==> src/rtl/icc_pkg.sv <==
// ----------------------------------------------------------------------------
// icc_pkg
// Shared widths, register indexes, scale constants and the divider cell bus.
// ----------------------------------------------------------------------------
package icc_pkg;

    // Iteration limit width and the Q1.24 fraction
    localparam int MAX_BITS   = 16;
    localparam int FRAC_BITS  = 24;
    localparam int QW         = FRAC_BITS + 1;   // holds 0 .. 2^24 inclusive
    localparam int PW         = 2 * QW;
    localparam int COUNT_BITS = 16;
    localparam int CELLS      = QW;              // one quotient bit per cell

    // Configuration register indexes
    localparam int CFG_IDX_BITS = 1;
    localparam logic [CFG_IDX_BITS-1:0] CFG_MAX_ITER = 1'd0;
    localparam logic [CFG_IDX_BITS-1:0] CFG_SMOOTH   = 1'd1;
    localparam logic [MAX_BITS-1:0]     MAX_ITER_RST = 16'd255;

    // Smooth palette output scales: 9*255, 15*255, 8.5*255*2
    localparam int SC_W = 13;
    localparam logic [SC_W-1:0] RED_SCALE   = 13'd2295;
    localparam logic [SC_W-1:0] GREEN_SCALE = 13'd3825;
    localparam logic [SC_W-1:0] BLUE_SCALE  = 13'd4335;

    // Word passed from one divider cell to the next
    typedef struct packed {
        logic                valid;
        logic [MAX_BITS-1:0] rem;
        logic [QW-1:0]       quo;
    } t_cell_bus;

endpackage

==> src/rtl/icc_div_cell.sv <==
// ----------------------------------------------------------------------------
// icc_div_cell
// One restoring-division cell: decide one quotient bit, pass the remainder on.
// ----------------------------------------------------------------------------
module icc_div_cell (
    input  logic                         i_clk,
    input  logic                         i_rst_n,
    input  logic [icc_pkg::MAX_BITS-1:0] i_maxi,
    input  logic                         i_valid,
    input  logic [icc_pkg::MAX_BITS:0]   i_part,
    input  logic [icc_pkg::QW-1:0]       i_quo,
    output icc_pkg::t_cell_bus           o_bus
);

    logic                         w_ge;
    logic [icc_pkg::MAX_BITS:0]   w_diff;
    icc_pkg::t_cell_bus           n_bus;
    icc_pkg::t_cell_bus           r_bus;

    // Compare and subtract the divisor
    always_comb begin
        w_ge        = (i_part >= {1'b0, i_maxi});
        w_diff      = i_part - {1'b0, i_maxi};
        n_bus.valid = i_valid;
        n_bus.rem   = w_ge ? w_diff[icc_pkg::MAX_BITS-1:0]
                           : i_part[icc_pkg::MAX_BITS-1:0];
        n_bus.quo   = {i_quo[icc_pkg::QW-2:0], w_ge};
    end

    // Hold valid under reset, payload free-running
    always_ff @(posedge i_clk) begin
        if (!i_rst_n) begin
            r_bus.valid <= 1'b0;
        end else begin
            r_bus.valid <= n_bus.valid;
        end
        r_bus.rem <= n_bus.rem;
        r_bus.quo <= n_bus.quo;
    end

    assign o_bus = r_bus;

endmodule

==> config.mk <==
export PLATFORM = sky130hd
export DESIGN_NAME = icc_div_cell
export DESIGN_NICKNAME = d
export VERILOG_FILES = /design/src/rtl/icc_pkg.sv /design/src/rtl/icc_div_cell.sv
export SDC_FILE = /design/constraint.sdc
export NUM_CORES = 1
export LEC_CHECK = 0
export ABC_AREA = 1
export BUFFER_PORTS_ARGS = -buffer_cell sky130_fd_sc_hd__clkbuf_2
export CAP_MARGIN = 40
export CELL_PAD_IN_SITES_DETAIL_PLACEMENT = 1
export CELL_PAD_IN_SITES_GLOBAL_PLACEMENT = 1
export CORE_MARGIN = 5
export CORE_UTILIZATION = 33
export CTS_CLUSTER_SIZE = 16
export DETAILED_ROUTE_END_ITERATION = 8
export PLACE_DENSITY_LB_ADDON = 0.05
export SLEW_MARGIN = 20
export SYNTH_ARGS = -nofsm -noshare
export SYNTH_HDL_FRONTEND = slang
export SYNTH_SLANG_ARGS = --single-unit
export TNS_END_PERCENT = 20
==> constraint.sdc <==
create_clock -name i_clk -period 4.4 [get_ports i_clk]
set_clock_uncertainty 0.05 [all_clocks]
set_input_delay 1.32 -clock i_clk [delete_from_list [all_inputs] [get_ports i_clk]]
set_output_delay 1.32 -clock i_clk [all_outputs]
set_load 0.03 [all_outputs]
==> results of run 1 <==
[worst max-delay path: cells and delay by family]
kind | cells | cell delay, ns
buffers and inverters | 5 | 0.66
and+or+nand+nor | 8 | 0.68
adders and majority gates | 1 | 0.35
[cells in the final DEF (no fill, tap or decap), drive strengths merged]
cell      netlist  routed
nor3            2       2
fa              1       1
or2             1       1
inv            61      61
xor2            5       5
clkinvlp        0       1
ha             16      16
clkinv          0       1
o21ai           2       2
nand3b          2       2
o21bai          1       1
nand2         123     123
dfxtp          42      42
nand4           4       4
xnor2           1       1
and2            2       2
nand3          19      19
nor2           19      19
buf             3       1
a21oi           9       9
clkbuf          0     107
[power by group through the flow]
stage / clock, W / combinational (W) / sequential [W]
after floorplan: 0 / 0.000145 / 0.000526
after global placement: 0 / 0.000328 / 0.000439
after detailed placement: 0 / 0.000334 / 0.000441
after CTS: 0.000275 / 0.000335 / 0.000432
after global routing: 0.000293 / 0.000365 / 0.000436
final: 0.000261 / 0.000329 / 0.000431
[metrics by stage]
stage | setup slack [ns] | power, W | cell area [µm²]
2_1_floorplan | 1.684 | 0.0006714 | 2167
3_3_place_gp | 1.189 | 0.0007670 | 2734
3_5_place_dp | 1.173 | 0.0007746 | 2734
4_1_cts | 1.467 | 0.001042 | 2829
5_1_grt | 1.298 | 0.001094 | 2829
6_report | 1.551 | 0.001021 | 2829
[worst paths after layout]
kind	slack (ns)	end
worst max-delay path	1.55	o_bus[30]$_DFF_P_
worst min-delay path	1.07	o_bus[2]$_DFF_P_
[cell families (layout without fill, tap and decap cells)]
logic type / Yosys count / after routing / share of synthesized area [%]
buffers and inverters: 64 / 171 / 12.53
flip-flops: 42 / 42 / 38.80
adder cells (fa/ha/maj): 17 / 17 / 10.16
XOR/XNOR: 6 / 6 / 2.425
AND/OR/NAND/NOR: 172 / 172 / 33.20
AO/OA/AOI/OAI: 12 / 12 / 2.887
[metal layers]
metal	wire length, µm	vias up	track usage (%)
met4	34	0	3.667
met2	2702	66	23.68
met3	408	2	4.380
met1	2948	974	19.96
li1	-	1151	-
met5	0	-	0
[layout make-up]
class	count	area share [%]
clock inverter	2	0.4423
inverter	61	8.094
sequential	42	29.72
clock buffer	6	2.919
multi-input combinational	207	37.28
tap	77	3.406
timing repair buffer	102	18.13
==> key figures, run 1 <==
Status
  • Result of the run: finished clean

Layout
  • # nets final: 497
  • Signed area change from the synthesized netlist to the final layout: 30.54%
  • Multi-input gate area in the final layout: 0.001055 mm²
  • Number of filler instances in the final layout: between 800 and 900
  • Core utilization of the finished layout: 44.30%
  • Fraction of layout instances using a drive strength above 1: between 20% and 30%
  • Non-filler cells in the finished layout: 497
  • Register Area: between 800 and 900 µm²
  • Max reg flops: 42
  • Diodes inserted: 0

Clock network
  • Maximum root-to-sink buffer count: 2
  • Post-CTS resize count: 0
  • Post-CTS Hold Buffers: 0
  • Clock slew at reported path FFs: 0.09 ns
  • Clk Tree Root Cell: sky130_fd_sc_hd__clkbuf_8
  • Number of clock sinks: 42
  • TritonCTS clock tree: built
  • Post-CTS Setup Bufs: 0
  • Number of buffers created by CTS: 5
  • CTS HTree Levels: 2

Drt
  • DR vias: 2,193
  • Per-cell via count in the routed design: 4.412
  • Total length of routed wires: 6094 µm
  • Remaining design rule violation count: 0
  • Detailed-route wire length per cell: approximately 12 µm
  • Number of nets with antenna violations after routing: 0
  • Initial DRC Count: 51
  • First-pass iteration count of the detailed router: 4

Floorplan
  • # rows: 29
  • Core area: 0.006386 mm²
  • Boundary pin count: 103
  • X dimension of the die: 91.04 µm
  • Total Die Area: 0.008287 mm²
  • Die H: 91.04 µm
  • Effective utilization at floorplan: between 30% and 40%

Setup path
  • Slowest stage cell, crit path: sky130_fd_sc_hd__inv_1
  • Worst EP required: roughly 4.6 ns
  • Type of destination of the critical path: flip-flop
  • Series of cell instances along the critical path: clkbuf_2 -> inv_1 -> ha_1 -> nand2_2 -> inv_1 -> nand2_1 -> nand2_1 -> inv_1 -> nand3_2 -> nand2_1 -> nand2_2 -> inv_1 -> nand2_1 -> nand2_1
  • Peak fanout along the critical path: 14
  • Biggest cell delay along the critical path: slightly below 0.4 ns
  • Setup crit start: i_maxi[8]
  • Worst Setup Start Kind: input pin
  • Cell repeated most along the worst path: sky130_fd_sc_hd__nand2_1
  • Critical path class: in -> reg
  • Arr. time, crit path: 3.03 ns

Yosys
  • Mean instance size in the synthesized netlist: between 6 and 7 µm²
  • Netlist area before placement: 0.002167 mm²
  • Library cells used by synthesis: 22
  • Yosys top cell area share: 38.80%
  • Synthesis Warnings: 0
  • Top_reg_cell synth: sky130_fd_sc_hd__dfxtp_1
  • Most instantiated library cell after synthesis: sky130_fd_sc_hd__nand2_1
  • Post-Synthesis Cells: approximately 310
  • Top cell type by total area after synthesis: sky130_fd_sc_hd__dfxtp_1
  • Synth cell count leaders: sky130_fd_sc_hd__nand2_1, sky130_fd_sc_hd__inv_1, sky130_fd_sc_hd__dfxtp_1
  • Proportion of synthesized chip area in sequential cells: 38.80%
  • Cell types occupying the most area after synthesis: sky130_fd_sc_hd__dfxtp_1, sky130_fd_sc_hd__nand2_1, sky130_fd_sc_hd__inv_1
  • Number of nets produced by synthesis: around 400
  • Fraction of registers with async set/reset: 0%
  • Total of flip-flops plus latches after synthesis: 42
  • Number of enable-type register cells in the synthesized netlist: 0

Pwr
  • Sequential cell fraction of total power: 42.2%
  • Cell area power density: 360.8 mW/mm²
  • Share of total power in the clock network: 25.6%
  • Power Internal: 0.0006555 W
  • Switching Fraction: 35.78%
  • Combinational group share of total power: 32.2%
  • Static Leakage: 1.743 nW
  • Maximum vdd ir drop: approximately 210 µV
  • Psw: 0.0003653 W

Timing
  • Hold Slack: 1.073 ns
  • Setup tns final: 0 ns
  • Post-route fraction of the period consumed by the critical path: about two thirds
  • Setup repair after global routing missed its margin: no
  • Minimum period implied by the final worst setup slack: 2.849 ns
  • Actual slew at the worst max-slew pin: 0.5268 ns
  • Pins over their slew limit: 0
  • Number of failing setup endpoints in the final timing report: 0
  • Number of failing hold endpoints at the final stage: 0
  • Max-slew headroom at the worst pin: 64.84%
  • Fmax: 0.3510 GHz

Worst hold path
  • Path category of the worst min-delay check: in -> reg
  • Hold Path Origin: i_quo[1]
  • Cell count of the worst hold path: 1

Placed design
  • # placed instances: 489
  • Placed wire-length estimate: approximately 5200 µm
  • Total of buffers placed on input and output ports: 101
  • Weighted congestion at the end of routability-driven global placement: 0.8574

Global routing
  • Gr usage total: 14.94%
  • Maximum number of pins on one net before global-route repair: 20
  • Via count of the first global-routing pass: 2,233
  • First-pass GRT wire length: ~10,000 µm
  • Number of antenna violations at the first check in global routing: 0
  • GR Overflow Total: 0

Flow run
  • Max-cap violation count: 0
Note: power is estimated with default switching activity, not from simulation.
==> run 2: changes to the inputs <==
--- a/config.mk
+++ b/config.mk
@@ -5,13 +5,13 @@
 export SDC_FILE = /design/constraint.sdc
 export NUM_CORES = 1
 export LEC_CHECK = 0
-export ABC_AREA = 1
+export ABC_AREA = 0
 export BUFFER_PORTS_ARGS = -buffer_cell sky130_fd_sc_hd__clkbuf_2
 export CAP_MARGIN = 40
 export CELL_PAD_IN_SITES_DETAIL_PLACEMENT = 1
 export CELL_PAD_IN_SITES_GLOBAL_PLACEMENT = 1
 export CORE_MARGIN = 5
-export CORE_UTILIZATION = 33
+export CORE_UTILIZATION = 30
 export CTS_CLUSTER_SIZE = 16
 export DETAILED_ROUTE_END_ITERATION = 8
 export PLACE_DENSITY_LB_ADDON = 0.05
==> constraint.sdc (replaced) <==
create_clock -name i_clk -period 2.4 [get_ports i_clk]
set_clock_uncertainty 0.05 [all_clocks]
set_input_delay 0.72 -clock i_clk [delete_from_list [all_inputs] [get_ports i_clk]]
set_output_delay 0.72 -clock i_clk [all_outputs]
set_load 0.03 [all_outputs]
==> run 2 against run 1 <==
The flow now finishes with violations (setup timing). First-iteration DRC count is 41% lower. Final cell count is 13% lower. Sequential share of layout area is 3.3 points lower. Core utilization is 3.3 points higher. Sequential power is 84% higher. Critical path type unchanged. Highest routed layer unchanged.
==> key figures, run 2 <==
Yosys
  • Netlist area before placement: 0.002023 mm² (-6.6%)
  • Number of enable-type register cells in the synthesized netlist: 0 (unchanged)
  • Number of nets produced by synthesis: 273 (-30%)
  • Portion of netlist area occupied by mux cells: 6.988% (+7.0 points)
  • Top cell type by total area after synthesis: sky130_fd_sc_hd__dfxtp_1
  • Share of the synthesized area in compound gates (AO/OA/AOI/OAI): 19.36% (+16 points)
  • Cell types occupying the most area after synthesis: sky130_fd_sc_hd__dfxtp_1, sky130_fd_sc_hd__ha_1, sky130_fd_sc_hd__mux2_4
  • Synthesis Warnings: 0 (unchanged)
  • Library cells used by synthesis: 45 (+100%)
  • Most instantiated library cell after synthesis: sky130_fd_sc_hd__dfxtp_1
  • Post-Synth Simple-Gate Area: 10.45% (-23 points)
  • Mean instance size in the synthesized netlist: 10.38 µm² (+50%)
  • Fraction of registers with async set/reset: 0% (unchanged)
  • Xor and xnor area share after synthesis: 3.896% (+1.5 points)
  • Synth cell count leaders: sky130_fd_sc_hd__dfxtp_1, sky130_fd_sc_hd__inv_1, sky130_fd_sc_hd__ha_1
  • Dominant combinational cell family by area after synthesis: compound AO/OA/AOI/OAI gates
  • Proportion of synthesized chip area in sequential cells: 41.56% (+2.8 points)
  • Yosys top cell area share: 41.56% (+2.8 points)
  • Synthesized-area fraction occupied by adder cells: 10.88% (+0.72 points)
  • Post-Synthesis Cells: 195 (-38%)
  • Total of flip-flops plus latches after synthesis: 42 (unchanged)
  • Top_reg_cell synth: sky130_fd_sc_hd__dfxtp_1

Layout
  • Max reg flops: 42 (unchanged)
  • Signed area change from the synthesized netlist to the final layout: 57.33%
  • Commonest cells after routing, fill and taps aside: sky130_fd_sc_hd__clkbuf_2, sky130_fd_sc_hd__buf_4, sky130_fd_sc_hd__dfxtp_1, sky130_fd_sc_hd__inv_1, sky130_fd_sc_hd__nor2_1
  • Diodes inserted: 0 (unchanged)
  • Non-filler cells in the finished layout: 430 (-13%)
  • Most frequent standard cell in the layout excluding fill and tap cells: sky130_fd_sc_hd__clkbuf_2
  • Number of filler instances in the final layout: 803 (-8.5%)
  • # nets final: 427 (-14%)
  • Fraction of layout instances using a drive strength above 1: 54.00% (+26 points)
  • Core utilization of the finished layout: 47.64% (+3.3 points)

Clock network
  • TritonCTS clock tree: built
  • Post-CTS Hold Buffers: 0 (unchanged)
  • Maximum root-to-sink buffer count: 2 (unchanged)
  • Number of buffers created by CTS: 5 (unchanged)
  • Clk Tree Root Cell: sky130_fd_sc_hd__clkbuf_8
  • Clock slew at reported path FFs: 0.09 ns (about the same)
  • CTS HTree Levels: 2 (unchanged)
  • Number of clock sinks: 42 (unchanged)

Timing
  • Fmax: 0.4127 GHz
  • Minimum period implied by the final worst setup slack: 2.423 ns
  • Number of failing setup endpoints in the final timing report: 8 (+8)
  • Max-slew headroom at the worst pin: 80.36% (+16 points)
  • Post-route fraction of the period consumed by the critical path: 101.0%
  • Actual slew at the worst max-slew pin: 0.2928 ns (-0.2340 ns)
  • Setup tns final: -0.1119 ns (-0.1119 ns)
  • Number of failing hold endpoints at the final stage: 0 (unchanged)
  • Pins over their slew limit: 0 (unchanged)
  • Setup repair after global routing missed its margin: yes
  • Final setup slack of the worst path: -0.02336 ns (-1.575 ns)

Setup path
  • Worst EP required: 2.53 ns (-2.06 ns)
  • Crit path buffers/inverters: 3 (-2)
  • Series of cell instances along the critical path: clkbuf_2 -> inv_2 -> ha_4 -> a21oi_4 -> o21ai_2 -> a221o_1 -> a221oi_4 -> and2_4 -> inv_8 -> mux2_4
  • Biggest cell delay along the critical path: 0.36 ns (-0.03 ns)
  • Critical path class: in -> reg
  • Critical path's top delay family: compound AO/OA/AOI/OAI gates
  • Arr. time, crit path: 2.56 ns (-0.47 ns)
  • Peak fanout along the critical path: 11 (-3)
  • Type of destination of the critical path: flip-flop
  • Worst Setup Start Kind: input pin
  • Slowest stage cell, crit path: sky130_fd_sc_hd__a221o_1

Global routing
  • Maximum number of pins on one net before global-route repair: 15 (-25%)
  • Number of antenna violations at the first check in global routing: 0 (unchanged)
  • First-pass GRT wire length: 9915 µm (-3.7%)
  • Via count of the first global-routing pass: 2,105 (-5.7%)
  • Gr usage total: 14.63% (-0.31 points)
  • GR Overflow Total: 0 (unchanged)

Floorplan
  • Die H: 92.12 µm (+1.2%)
  • X dimension of the die: 92.12 µm (+1.2%)
  • Effective utilization at floorplan: 30.28% (-3.7 points)
  • Boundary pin count: 103 (unchanged)
  • # rows: 30 (+3.4%)
  • Total Die Area: 0.008486 mm² (+2.4%)
  • Core area: 0.006681 mm² (+4.6%)

Status
  • Result of the run: complete, but fails checks
  • Violations in the final reports: setup timing

Placed design
  • Pre-CTS setup slack: -0.4952 ns (-1.668 ns)
  • Weighted congestion at the end of routability-driven global placement: 0.7467 (-13%)
  • Placed wire-length estimate: 4999 µm (-3.6%)
  • Total of buffers placed on input and output ports: 101 (unchanged)
  • # placed instances: 421 (-14%)

Pwr
  • Overall power after layout: 0.002201 W (+120%)
  • Maximum vdd ir drop: 244.1 µV (+14%)
  • Static Leakage: 1.715 nW (-1.6%)
  • Cell area power density: 691.6 mW/mm² (+92%)

Worst hold path
  • Hold Path Origin: i_quo[8]
  • End point of the most critical hold path: o_bus[9]$_DFF_P_
  • Cell count of the worst hold path: 1 (unchanged)
  • Path category of the worst min-delay check: in -> reg

Drt
  • Remaining design rule violation count: 0 (unchanged)
  • Detailed-route wire length per cell: 14.03 µm (+14%)
  • Number of nets with antenna violations after routing: 0 (unchanged)
  • DR vias: 1,999 (-8.8%)
  • Initial DRC Count: 30 (-41%)
  • Total length of routed wires: 6031 µm (-1.0%)
  • First-pass iteration count of the detailed router: 4 (unchanged)
  • Per-cell via count in the routed design: 4.649 (+5.4%)

Flow run
  • Max-cap violation count: 0 (unchanged)
-- run 2: how the worst max path moves through the flow --
stage	from	end	slack [ns]	depth (start not counted)
2_1_floorplan	i_part[12]	o_bus[27]$_DFF_P_	-0.56	11
3_3_place_gp	i_maxi[8]	o_bus[37]$_DFF_P_	-0.46	10
3_5_place_dp	i_maxi[8]	o_bus[35]$_DFF_P_	-0.50	10
4_1_cts	i_maxi[8]	o_bus[30]$_DFF_P_	-0.03	10
5_1_grt	i_maxi[8]	o_bus[31]$_DFF_P_	-0.09	10
6_report	i_maxi[8]	o_bus[30]$_DFF_P_	-0.02	10
-- run 2: cells by family (layout without fill, tap and decap cells) --
kind of cell,after synthesis,count (layout)
multiplexers,10,10
XOR/XNOR,9,9
flip-flops,42,42
AO/OA/AOI/OAI,51,51
AND/OR/NAND/NOR,40,40
buffers and inverters,26,181
adder cells (fa/ha/maj),17,17
-- run 2: cell type report --
type,count,area [µm²],area share [%]
Multi-Input combinational cell,127,1125,35.34
Timing Repair Buffer,152,888.4,27.91
Sequential cell,42,840.8,26.42
Tap cell,80,100.1,3.145
Inverter,21,91.34,2.869
Clock buffer,5,68.82,2.162
Clock inverter,3,68.82,2.162
-- run 2: what timing repair did --
action,in CTS,in global routing
setup endpoints to repair,16,16
resized for setup,9,2
gates cloned,0,0
setup buffers,1,0
pin swaps,3,2
-- run 2: power by group --
| part | switching, W | internal [W] | total, W |
|---|---|---|---|
| clock | 0.000267 | 0.000417 | 0.000684 |
| combinational | 0.000394 | 0.000330 | 0.000724 |
| sequential | 0.0000179 | 0.000775 | 0.000793 |
| total | 0.000679 | 0.00152 | 0.00220 |
-- run 2: routing by layer --
| metal | wire, µm | track usage, % | part of all wire [%] | vias up |
|---|---|---|---|---|
| met2 | 2884 | 26.16 | 48 | 75 |
| met5 | 0 | 0 | 0 | - |
| met4 | 67 | 4.084 | 1.1 | 0 |
| met1 | 2602 | 16.82 | 43 | 919 |
| li1 | - | - | - | 999 |
| met3 | 477 | 4.348 | 7.9 | 6 |
-- run 2: metrics by stage --
step	hold WS, ns	cell area, µm²
after global placement	0.7727	3005
after CTS	0.4574	3178
after global routing	0.4563	3183
final	0.4673	3183
after floorplan	0.6977	2082
after detailed placement	0.7744	3005
